### src/rtl/wbps_pkg.sv
// Shared widths, register indexes and types for the wildcard byte pattern scanner.
package wbps_pkg;

  localparam int BYTE_W   = 8;
  localparam int ADDR_W   = 48;
  localparam int CFG_W    = 64;
  localparam int CFG_IDX_W = 3;
  localparam int LEN_W    = 6;
  localparam int WILD_W   = 32;
  localparam int PAT_WORDS = 4;
  localparam int PAT_BYTES = 32;

  localparam logic [CFG_IDX_W-1:0] CFG_PATTERN_WORD_0 = 3'd0;
  localparam logic [CFG_IDX_W-1:0] CFG_PATTERN_WORD_1 = 3'd1;
  localparam logic [CFG_IDX_W-1:0] CFG_PATTERN_WORD_2 = 3'd2;
  localparam logic [CFG_IDX_W-1:0] CFG_PATTERN_WORD_3 = 3'd3;
  localparam logic [CFG_IDX_W-1:0] CFG_WILDCARD_MASK  = 3'd4;
  localparam logic [CFG_IDX_W-1:0] CFG_PATTERN_LENGTH = 3'd5;

  typedef struct packed {
    logic             len_ok;
    logic [LEN_W-1:0] len;
    logic [LEN_W-1:0] len_m1;
  } len_info_t;

endpackage

### src/rtl/wbps_if.sv
// Valid/ready stream interfaces for the scanner's byte input and match result channels.
interface wbps_in_if;
  logic                        valid;
  logic                        ready;
  logic [wbps_pkg::BYTE_W-1:0] data_byte;
  logic [wbps_pkg::ADDR_W-1:0] byte_address;
  logic                        block_start;

  modport source (output valid, data_byte, byte_address, block_start, input ready);
  modport sink   (input valid, data_byte, byte_address, block_start, output ready);
endinterface

interface wbps_out_if;
  logic                        valid;
  logic                        ready;
  logic                        match_found;
  logic [wbps_pkg::ADDR_W-1:0] match_address;

  modport source (output valid, match_found, match_address, input ready);
  modport sink   (input valid, match_found, match_address, output ready);
endinterface

### src/rtl/wildcard_byte_pattern_scanner.sv
// Wildcard byte pattern scanner: accepts one byte per clock unless stalled and returns one
// match result per byte. An accepted byte goes to the window register, its result then to
// the result register; the parallel compare of the whole window against the aligned
// pattern sets the rate of one byte per cycle, and a held result back-pressures the input
// only once both stages are full. Pattern, wildcard and length writes are re-aligned to
// window positions in registers behind the configuration registers, so a write followed
// by a byte on the next cycle already applies to it. Matches never span a block start;
// match_address is the address of the first matched byte modulo 2^48, zero when no match.
module wildcard_byte_pattern_scanner #(
  parameter int MAX_PATTERN_BYTES = 32
) (
  input  logic                           clk,
  input  logic                           rst_n,
  wbps_in_if.sink                        in_chan,
  wbps_out_if.source                     out_chan,
  input  logic                           cfg_we,
  input  logic [wbps_pkg::CFG_IDX_W-1:0] cfg_index,
  input  logic [wbps_pkg::CFG_W-1:0]     cfg_data
);

  localparam int FILL_W = $clog2(MAX_PATTERN_BYTES + 1);

  logic [MAX_PATTERN_BYTES-1:0][wbps_pkg::BYTE_W-1:0] pat_al;
  logic [MAX_PATTERN_BYTES-1:0]                       care_al;
  wbps_pkg::len_info_t                                len_info;
  logic [MAX_PATTERN_BYTES-1:0][wbps_pkg::BYTE_W-1:0] win;
  logic [FILL_W-1:0]                                  fill;
  logic                                               s1_valid;
  logic [wbps_pkg::ADDR_W-1:0]                        s1_addr;
  logic                                               s1_take;

  wbps_cfg #(.MAX_PATTERN_BYTES(MAX_PATTERN_BYTES)) u_cfg (
    .clk       (clk),
    .rst_n     (rst_n),
    .cfg_we    (cfg_we),
    .cfg_index (cfg_index),
    .cfg_data  (cfg_data),
    .pat_al    (pat_al),
    .care_al   (care_al),
    .len_info  (len_info)
  );

  wbps_window #(.MAX_PATTERN_BYTES(MAX_PATTERN_BYTES)) u_window (
    .clk      (clk),
    .rst_n    (rst_n),
    .in_chan  (in_chan),
    .s1_take  (s1_take),
    .s1_valid (s1_valid),
    .s1_addr  (s1_addr),
    .win      (win),
    .fill     (fill)
  );

  wbps_match #(.MAX_PATTERN_BYTES(MAX_PATTERN_BYTES)) u_match (
    .clk      (clk),
    .rst_n    (rst_n),
    .s1_valid (s1_valid),
    .s1_addr  (s1_addr),
    .win      (win),
    .fill     (fill),
    .pat_al   (pat_al),
    .care_al  (care_al),
    .len_info (len_info),
    .s1_take  (s1_take),
    .out_chan (out_chan)
  );

endmodule

### src/rtl/wbps_cfg.sv
// Configuration registers and the pattern/care masks aligned to window positions.
module wbps_cfg #(
  parameter int MAX_PATTERN_BYTES = 32
) (
  input  logic                                       clk,
  input  logic                                       rst_n,
  input  logic                                       cfg_we,
  input  logic [wbps_pkg::CFG_IDX_W-1:0]             cfg_index,
  input  logic [wbps_pkg::CFG_W-1:0]                 cfg_data,
  output logic [MAX_PATTERN_BYTES-1:0][wbps_pkg::BYTE_W-1:0] pat_al,
  output logic [MAX_PATTERN_BYTES-1:0]               care_al,
  output wbps_pkg::len_info_t                        len_info
);

  logic [wbps_pkg::PAT_WORDS-1:0][wbps_pkg::CFG_W-1:0]     pat_words_r;
  logic [wbps_pkg::WILD_W-1:0]                             wild_r;
  logic [wbps_pkg::LEN_W-1:0]                              len_r;

  logic [MAX_PATTERN_BYTES-1:0][wbps_pkg::BYTE_W-1:0]      pat_al_r, pat_al_nxt;
  logic [MAX_PATTERN_BYTES-1:0]                            care_al_r, care_al_nxt;
  wbps_pkg::len_info_t                                     len_info_r, len_info_nxt;

  always_ff @(posedge clk) begin
    if (!rst_n) begin
      pat_words_r <= '0;
      wild_r      <= '0;
      len_r       <= wbps_pkg::LEN_W'(1);
    end else if (cfg_we) begin
      case (cfg_index)
        wbps_pkg::CFG_PATTERN_WORD_0: pat_words_r[0] <= cfg_data;
        wbps_pkg::CFG_PATTERN_WORD_1: pat_words_r[1] <= cfg_data;
        wbps_pkg::CFG_PATTERN_WORD_2: pat_words_r[2] <= cfg_data;
        wbps_pkg::CFG_PATTERN_WORD_3: pat_words_r[3] <= cfg_data;
        wbps_pkg::CFG_WILDCARD_MASK:  wild_r <= cfg_data[wbps_pkg::WILD_W-1:0];
        wbps_pkg::CFG_PATTERN_LENGTH: len_r  <= cfg_data[wbps_pkg::LEN_W-1:0];
        default: ;
      endcase
    end
  end

  // Window position j (0 = newest) pairs with pattern byte len-1-j.
  always_comb begin
    logic [wbps_pkg::LEN_W:0] kv;
    logic [wbps_pkg::PAT_BYTES*wbps_pkg::BYTE_W-1:0] pat_flat;
    pat_flat    = pat_words_r;
    pat_al_nxt  = '0;
    care_al_nxt = '0;
    kv          = '0;
    for (int j = 0; j < MAX_PATTERN_BYTES; j++) begin
      kv = {1'b0, len_r} - (wbps_pkg::LEN_W+1)'(1) - (wbps_pkg::LEN_W+1)'(j);
      if ((wbps_pkg::LEN_W+1)'(j) < {1'b0, len_r}) begin
        if (kv[wbps_pkg::LEN_W:5] == '0) begin
          pat_al_nxt[j]  = pat_flat[{kv[4:0], 3'b000} +: wbps_pkg::BYTE_W];
          care_al_nxt[j] = !wild_r[kv[4:0]];
        end else begin
          care_al_nxt[j] = 1'b1;
        end
      end
    end
    len_info_nxt.len    = len_r;
    len_info_nxt.len_m1 = len_r - wbps_pkg::LEN_W'(1);
    len_info_nxt.len_ok = (len_r != '0) &&
                          ({1'b0, len_r} <= (wbps_pkg::LEN_W+1)'(MAX_PATTERN_BYTES));
  end

  always_ff @(posedge clk) begin
    pat_al_r   <= pat_al_nxt;
    care_al_r  <= care_al_nxt;
    len_info_r <= len_info_nxt;
  end

  assign pat_al   = pat_al_r;
  assign care_al  = care_al_r;
  assign len_info = len_info_r;

endmodule

### src/rtl/wbps_window.sv
// Input stage: byte window shift register, block fill count and the held address.
module wbps_window #(
  parameter int MAX_PATTERN_BYTES = 32,
  localparam int FILL_W = $clog2(MAX_PATTERN_BYTES + 1)
) (
  input  logic                                               clk,
  input  logic                                               rst_n,
  wbps_in_if.sink                                            in_chan,
  input  logic                                               s1_take,
  output logic                                               s1_valid,
  output logic [wbps_pkg::ADDR_W-1:0]                        s1_addr,
  output logic [MAX_PATTERN_BYTES-1:0][wbps_pkg::BYTE_W-1:0] win,
  output logic [FILL_W-1:0]                                  fill
);

  logic                                               s1_valid_r, s1_valid_nxt;
  logic [wbps_pkg::ADDR_W-1:0]                        addr_r;
  logic [MAX_PATTERN_BYTES-1:0][wbps_pkg::BYTE_W-1:0] win_r, win_nxt;
  logic [FILL_W-1:0]                                  fill_r, fill_nxt;
  logic                                               in_fire;

  assign in_chan.ready = rst_n && (!s1_valid_r || s1_take);
  assign in_fire       = in_chan.valid && in_chan.ready;
  assign s1_valid_nxt  = in_fire || (s1_valid_r && !s1_take);

  always_comb begin
    win_nxt = win_r;
    for (int i = MAX_PATTERN_BYTES - 1; i > 0; i--) begin
      win_nxt[i] = win_r[i-1];
    end
    win_nxt[0] = in_chan.data_byte;
    if (in_chan.block_start) begin
      fill_nxt = FILL_W'(1);
    end else if (fill_r == FILL_W'(MAX_PATTERN_BYTES)) begin
      fill_nxt = fill_r;
    end else begin
      fill_nxt = fill_r + FILL_W'(1);
    end
  end

  always_ff @(posedge clk) begin
    if (!rst_n) begin
      s1_valid_r <= 1'b0;
      fill_r     <= '0;
    end else begin
      s1_valid_r <= s1_valid_nxt;
      if (in_fire) begin
        fill_r <= fill_nxt;
      end
    end
  end

  always_ff @(posedge clk) begin
    if (in_fire) begin
      win_r  <= win_nxt;
      addr_r <= in_chan.byte_address;
    end
  end

  assign s1_valid = s1_valid_r;
  assign s1_addr  = addr_r;
  assign win      = win_r;
  assign fill     = fill_r;

endmodule

### src/rtl/wbps_match.sv
// Parallel masked window compare, match address and the result register.
module wbps_match #(
  parameter int MAX_PATTERN_BYTES = 32,
  localparam int FILL_W = $clog2(MAX_PATTERN_BYTES + 1)
) (
  input  logic                                               clk,
  input  logic                                               rst_n,
  input  logic                                               s1_valid,
  input  logic [wbps_pkg::ADDR_W-1:0]                        s1_addr,
  input  logic [MAX_PATTERN_BYTES-1:0][wbps_pkg::BYTE_W-1:0] win,
  input  logic [FILL_W-1:0]                                  fill,
  input  logic [MAX_PATTERN_BYTES-1:0][wbps_pkg::BYTE_W-1:0] pat_al,
  input  logic [MAX_PATTERN_BYTES-1:0]                       care_al,
  input  wbps_pkg::len_info_t                                len_info,
  output logic                                               s1_take,
  wbps_out_if.source                                         out_chan
);

  logic [MAX_PATTERN_BYTES-1:0] byte_ok;
  logic                         hit;
  logic [wbps_pkg::ADDR_W-1:0]  addr_nxt;
  logic                         out_valid_r, out_valid_nxt;
  logic                         found_r;
  logic [wbps_pkg::ADDR_W-1:0]  addr_r;

  always_comb begin
    for (int j = 0; j < MAX_PATTERN_BYTES; j++) begin
      byte_ok[j] = !care_al[j] || (win[j] == pat_al[j]);
    end
  end

  assign hit = len_info.len_ok && (&byte_ok) &&
               ((wbps_pkg::LEN_W+1)'(fill) >= {1'b0, len_info.len});
  assign addr_nxt = hit ? (s1_addr - wbps_pkg::ADDR_W'(len_info.len_m1)) : '0;

  assign s1_take       = s1_valid && (!out_valid_r || out_chan.ready);
  assign out_valid_nxt = s1_take || (out_valid_r && !out_chan.ready);

  always_ff @(posedge clk) begin
    if (!rst_n) begin
      out_valid_r <= 1'b0;
    end else begin
      out_valid_r <= out_valid_nxt;
    end
  end

  always_ff @(posedge clk) begin
    if (s1_take) begin
      found_r <= hit;
      addr_r  <= addr_nxt;
    end
  end

  assign out_chan.valid         = out_valid_r;
  assign out_chan.match_found   = found_r;
  assign out_chan.match_address = addr_r;

endmodule

### src/flat_wrapper.sv
// flat-port wrapper written by rule: the top's interface ports become plain ports
module wildcard_byte_pattern_scanner_flat 
#(
  parameter int MAX_PATTERN_BYTES = 32
)
  (clk, rst_n, cfg_we, cfg_index, cfg_data, in_chan_valid, in_chan_data_byte, in_chan_byte_address, in_chan_block_start, in_chan_ready, out_chan_valid, out_chan_match_found, out_chan_match_address, out_chan_ready);
  wbps_in_if in_chan_i ();
  wbps_out_if out_chan_i ();
  input  logic clk;
  input  logic rst_n;
  input  logic cfg_we;
  input  logic [wbps_pkg::CFG_IDX_W-1:0] cfg_index;
  input  logic [wbps_pkg::CFG_W-1:0] cfg_data;
  input wire logic [$bits(in_chan_i.valid)-1:0] in_chan_valid;
  input wire logic [$bits(in_chan_i.data_byte)-1:0] in_chan_data_byte;
  input wire logic [$bits(in_chan_i.byte_address)-1:0] in_chan_byte_address;
  input wire logic [$bits(in_chan_i.block_start)-1:0] in_chan_block_start;
  output wire logic [$bits(in_chan_i.ready)-1:0] in_chan_ready;
  output wire logic [$bits(out_chan_i.valid)-1:0] out_chan_valid;
  output wire logic [$bits(out_chan_i.match_found)-1:0] out_chan_match_found;
  output wire logic [$bits(out_chan_i.match_address)-1:0] out_chan_match_address;
  input wire logic [$bits(out_chan_i.ready)-1:0] out_chan_ready;
  assign in_chan_i.valid = in_chan_valid;
  assign in_chan_i.data_byte = in_chan_data_byte;
  assign in_chan_i.byte_address = in_chan_byte_address;
  assign in_chan_i.block_start = in_chan_block_start;
  assign in_chan_ready = in_chan_i.ready;
  assign out_chan_valid = out_chan_i.valid;
  assign out_chan_match_found = out_chan_i.match_found;
  assign out_chan_match_address = out_chan_i.match_address;
  assign out_chan_i.ready = out_chan_ready;
  wildcard_byte_pattern_scanner #(.MAX_PATTERN_BYTES(MAX_PATTERN_BYTES)) u_core (.clk(clk), .rst_n(rst_n), .in_chan(in_chan_i), .out_chan(out_chan_i), .cfg_we(cfg_we), .cfg_index(cfg_index), .cfg_data(cfg_data));
endmodule
### config.mk
export PLATFORM = sky130hd
export DESIGN_NAME = wildcard_byte_pattern_scanner_flat
export DESIGN_NICKNAME = d
export VERILOG_FILES = /design/src/rtl/wbps_pkg.sv /design/src/rtl/wbps_if.sv /design/src/rtl/wildcard_byte_pattern_scanner.sv /design/src/rtl/wbps_cfg.sv /design/src/rtl/wbps_window.sv /design/src/rtl/wbps_match.sv /design/src/flat_wrapper.sv
export SDC_FILE = /design/constraint.sdc
export NUM_CORES = 2
export LEC_CHECK = 0
export ABC_AREA = 1
export BUFFER_PORTS_ARGS = -buffer_cell sky130_fd_sc_hd__buf_2
export CORE_ASPECT_RATIO = 2
export CORE_MARGIN = 1.5
export CORE_UTILIZATION = 40
export DETAILED_ROUTE_END_ITERATION = 7
export GPL_TIMING_DRIVEN = 1
export HOLD_SLACK_MARGIN = 0.1
export PLACE_DENSITY = 0.55
export SYNTH_ARGS = -nofsm -noshare
export SYNTH_HDL_FRONTEND = slang
export SYNTH_SLANG_ARGS = --single-unit
### constraint.sdc
create_clock -name clk -period 18.2 [get_ports clk]
set_input_delay 1.82 -clock clk [delete_from_list [all_inputs] [get_ports clk]]
set_output_delay 1.82 -clock clk [all_outputs]
set_load 0.01 [all_outputs]
== Word-level counts from Yosys, hierarchy flattened ==
Index checks and enable logic that the tools add are counted.
Operators by class
  add/sub/neg operators: 35
  $mul: 0
  divide/modulo/power cells: 0
  order comparisons: 66
  equality and inequality tests: 39
  shifts and indexed selects: 32
  muxes and demuxes: 98
  bitwise gates (word level): 0
  reduce and logical (&&, ||, !) cells: 186
Operator list (number)
  $shiftx A256 B9 Y8: 32
  $eq A8 B8 Y1: 32
  $lt A5 B6 Y1 const B: 32
  $bmux W1 S5: 32
  $sub A7 B5 Y7 const B: 16
  $lt A5 B6 Y1 const A: 16
  $reduce_and A2 Y1: 39
  $logic_not A1 Y1: 68
  $logic_not A2 Y1: 32
  $mux W1: 64
  $sub A7 B4 Y7 const B: 8
  $lt A4 B6 Y1 const A: 8
  $sub A48 B6 Y48: 1
  $logic_or A1 B1 Y1: 36
  $reduce_and A32 Y1: 1
  $sub A7 B3 Y7 const B: 4
  $lt A3 B6 Y1 const A: 4
  $sub A7 B2 Y7 const B: 2
  $lt A1 B6 Y1 const A: 2
  $lt A2 B6 Y1 const A: 2
  $mux W6: 2
  $logic_and A1 B1 Y1: 8
  $sub A6 B1 Y7 const B: 1
  $sub A7 B1 Y7 const B: 1
  other kinds (11): 13
Word-level totals
  bits in registers: 956
  bits in latches: 0
  bits in writable memories: 0
  ROM bits: 0
  word-level logic and storage cells: 567
  memories: 0

== Depth between registers and ports, before layout ==
  depth in word-level cells: 7
  mapped depth: 23

== Cells and area by module ==
Synthesis repeated with hierarchy kept, for this count alone.
Unflattened totals
  cells, all modules: 7681
  area, all modules: 53857.9 um2
Modules (own cells, without submodules)
  wbps_cfg: times used 1, cells each 6241, area each 37274.5 um2, seq. area each 11911.4 um2
  wbps_window: times used 1, cells each 372, area each 9608.0 um2, seq. area each 9268.9 um2
  wbps_match: times used 1, cells each 1068, area each 6975.4 um2, seq. area each 1491.4 um2

== Worst setup path after synthesis ==
No wires, ideal clock.
  kind: input -> register
  start point: input port rst_n
  end point: register u_core.u_window.fill_r[4], in the netlist u_core.u_window.fill[4]
  setup time: 115 ps
  data arrival time: 18856 ps
  path slack: -770 ps
  stages on the path: 7
  path buffers: 1
  cell sequence: clkbuf_1 nand2_1 nor2_1 o21ai_1 o21ai_0 a21oi_1 o21a_1
Between the ends
  cells in the longest elaborated chain, start to end: 3
Ends and longest elaborated chain
  from (decl): line flat_wrapper.sv:10  | input logic rst_n;
  $logic_and A1 B1 Y1: line wbps_window.sv:22  | assign in_chan.ready = rst_n && (!s1_valid_r || s1_take);
  $logic_and A1 B1 Y1: line wbps_window.sv:23  | assign in_fire = in_chan.valid && in_chan.ready;
  named net u_core.u_window.in_fire: line wbps_window.sv:20  | logic in_fire;
  $reduce_and A2 Y1 (no line)
  to (signal assigned): line wbps_window.sv:48  | fill_r <= fill_nxt;
  to (decl): line wbps_window.sv:19  | logic [FILL_W-1:0] fill_r, fill_nxt;
The timed path passes the listed nets, and every way through them passes these cells.
A chain may end at the register's enable or synchronous reset.

== Worst setup path after layout ==
  start point: register u_core.u_cfg.len_r[0] (netlist bit)
  end point: register u_core.u_cfg.pat_al_r, in the netlist u_core.u_cfg.pat_al[234]
Between the ends
  cells in the longest elaborated chain, start to end: 4
Ends and longest elaborated chain
  from (decl): line wbps_cfg.sv:17  | logic [wbps_pkg::LEN_W-1:0] len_r;
  from (signal assigned): line wbps_cfg.sv:27  | len_r <= wbps_pkg::LEN_W'(1);
  from (signal assigned): line wbps_cfg.sv:35  | wbps_pkg::CFG_PATTERN_LENGTH: len_r <= cfg_data[wbps_pkg::LEN_W-1:0];
  branches (longest 4 deep; another with $sub A6 B1 Y7)
  to (signal assigned): line wbps_cfg.sv:67  | pat_al_r <= pat_al_nxt;
  to (decl): line wbps_cfg.sv:19  | logic [MAX_PATTERN_BYTES-1:0][wbps_pkg::BYTE_W-1:0] pat_al_r, pat_al_nxt;
Several ways; the timed one is not identified.

==> reports/qor.yml <==
grt_pass1_wl_um: 357000
ctsHtreeMaxLevel: 3
nNetsFinal: 7004
endpoint_kind: "register"
synth.distinct_cells: 55
initial_core_util_pct: 40.3
p_int_mw: 3.67
yosysSeqAreaShare_pct: 44.1
dpl_cell_area_mm2: 0.0535
place_inst: 8425
synth.mux.area_fraction_pct: 3.23
cp.arrival_ns: 6.48
slew_viol_final: 4
layout_commonest_cell: "nand2_1"
synth.net_count: 7014
cts_setup_buffers: 0
holdWs_ns: 0.456
setup_ws_ns: 12.40
finalPower_mw: 5.51
cp_max_fo: 99
setup-tns-final_ns: 0
synth_warnings: 0
hold_viol: 0
grt_overflow_total: 0
p_seq_share_pct: 42.6
syn_area_per_cell_um2: 7.50
syn2layout_area_growth_pct: 10.4
drive_gt1_share_pct: 7.75
synth_simple_gate_area_share_pct: 21.2
synth_xor_area_share_pct: 6.02
wl_per_cell_um: 31.0
ios: 180
cts_tree: "done"
hold_start: "u_core.u_cfg.len_r[1]$_SDFFE_PN0P_"
via_count: 47400
clockRootBuffer: "clkbuf_16"
synthArstFlopShare_pct: 0
max_slew_margin_pct: -5.06
final_area_mm2: 0.0567
clk_pin_slew_ns: 0.07
routed_wl_um: 267000
path_class: "reg2reg"
p_comb_share_pct: 20.2
synth_edf_count: 353
startpoint: "u_core.u_cfg.len_r[0]$_SDFFE_PN1P_"
post-place-ws_ns: 11.71
final_core_util_pct: 44.5
synth_compound_area_share_pct: 17.6
violations: "max-capacitance violations, max-slew violations"
p_sw_mw: 1.84
swShare_pct: 33.4
clkPwrFrac_pct: 37.2
syn_inst: 6848
synth_top_family_by_area: "simple AND/OR/NAND/NOR gates"
place.port_buffers: 179
worstMarginPinSlew_ns: 1.56
cts_buffers: 94
clk_path_buf_depth: 3
cts.repair.resized: 0
syn_area_mm2: 0.0514
synthFlopType: "dfxtp_1"
grt_max_degree: 226
grt_antenna_before_repair: 16
cts_sinks: 956
initialDrtViolationCount: 4489
crit_path_start_kind: "register"
floorplan.rows: 185
skew_ns: 0.0475
status: "finished, violations left"
core_mm2: 0.127
hpwl_um: 219000
rr_startpoint: "u_core.u_cfg.len_r[0]$_SDFFE_PN1P_"
finalCritPeriodShare_pct: 31.9
required_ns: 18.88
die_width_um: 256
fmax_mhz: 173
track_usage_pct: 40.2
grt_pass1_vias: 44000
cellPowerDensity_mw_per_mm2: 97.2
insertion_delay_ns: 0.75
ir_drop_mv: 0.0838
final_cell_mix: "nand2_1, o21ai_0, dfxtp_1"
finalNonFillerCells: 8623
drt-vias-per-instance: 5.50
hold_buffers: 0
dr.pass1.iters: 7
cap_violations: 2
antenna_left: 0
leakagePower_nw: 22.4
drc_errors: 0
hp-class: "reg2reg"
ys_ff_latch: 956
die-area_mm2: 0.131
rsz0062_at_grt: "no"
gp_congestion: 1.04
finalSetupViolations: 0
die_y_um: 510
synth_fa_ha_area_share_pct: 0.916
min_period_ns: 5.80
-- final cells by class --
cell class              instances  area (µm²)
diodes                         20        50.0
clock inverters                41         478
well taps                    1683        2110
flip-flops and latches        956       22700
clock buffers                 137        2670
repair buffers                272        1630
multi-input cells            5021       25200
fillers                     13000       70600
inverters                     493        1860
-- power groups by stage --
stage	registers, mW	clock network [mW]	logic (mW)
2_1_floorplan	2.37	0	0.626
3_3_place_gp	2.39	0	1.08
3_5_place_dp	2.39	0	1.08
4_1_cts	2.35	2.07	1.09
5_1_grt	2.35	2.14	1.18
6_report	2.35	2.05	1.12
-- cell families (layout without fill, tap and decap cells) --
| logic type | count (synthesis) | after routing |
|---|---|---|
| multiplexers | 166 | 166 |
| flip-flops | 956 | 956 |
| adder cells (fa/ha/maj) | 37 | 37 |
| other | 0 | 20 |
| buffers and inverters | 871 | 943 |
| XOR/XNOR | 317 | 317 |
| AO/OA/AOI/OAI | 1757 | 1757 |
| AND/OR/NAND/NOR | 2744 | 2744 |
-- flip-flops by register name (all words and copies together), names as in the netlist --
signal	count
u_core.u_cfg.pat_al	256
u_core.u_cfg.pat_words_r	256
u_core.u_window.win	256
u_core.u_match.out_chan.match_address	48
u_core.u_window.s1_addr	48
u_core.u_cfg.care_al	32
u_core.u_cfg.wild_r	32
u_core.u_cfg.len_info	13
u_core.u_cfg.len_r	6
u_core.u_window.fill	6
u_core.u_match.out_chan.match_found	1
u_core.u_match.out_chan.valid	1
u_core.u_window.s1_valid	1
-- metal layers --
| metal | wire (µm) | part of all wire [%] | GRT usage (%) |
|---|---|---|---|
| met3 | 14000 | 5.2 | 6.48 |
| met1 | 89700 | 34 | 39.2 |
| met5 | 40 | 0.015 | 0.0365 |
| met4 | 35900 | 13 | 44.7 |
| met2 | 128000 | 48 | 69.0 |
-- worst paths after layout --
| check | endpoint | slack [ns] | cells after the start |
|---|---|---|---|
| setup / recovery | u_core.u_cfg.pat_al[234]$_SDFF_PN0_ | 12.40 | 12 |
| hold / removal | u_core.u_cfg.len_info[7]$_DFF_P_ | 0.46 | 0 |
| setup reg to reg | u_core.u_cfg.pat_al[234]$_SDFF_PN0_ | 12.40 | 12 |
| hold reg to reg | u_core.u_cfg.len_info[7]$_DFF_P_ | 0.46 | 0 |
-- Yosys cell counts (31+ instances only) --
cell type | number | share of area, %
ha_1 | 36 | 0.88
a21oi_1 | 448 | 4.4
mux2i_1 | 166 | 3.2
nor2_1 | 583 | 4.3
buf_1 | 31 | 0.23
inv_1 | 458 | 3.3
dfxtp_1 | 603 | 24
nand3_1 | 177 | 1.7
buf_2 | 103 | 1.0
xnor2_1 | 243 | 4.1
o21ai_1 | 244 | 2.4
xor2_1 | 53 | 0.90
edfxtp_1 | 353 | 21
o21ai_0 | 996 | 9.7
clkbuf_1 | 213 | 1.6
nand2_1 | 1845 | 13
-- worst max-delay path: stages (launching register included) --
cell     delay (ns)
dfxtp_4        0.68
inv_2          0.12
ha_4           0.39
xnor2_4        0.84
buf_4          0.53
buf_4          0.64
buf_4          0.85
nor2_1         0.10
a21oi_1        0.20
o21ai_0        0.13
o21ai_0        0.80
o21ai_0        0.16
nor2_1         0.14
No activity file was read; power rests on OpenSTA's default activity.
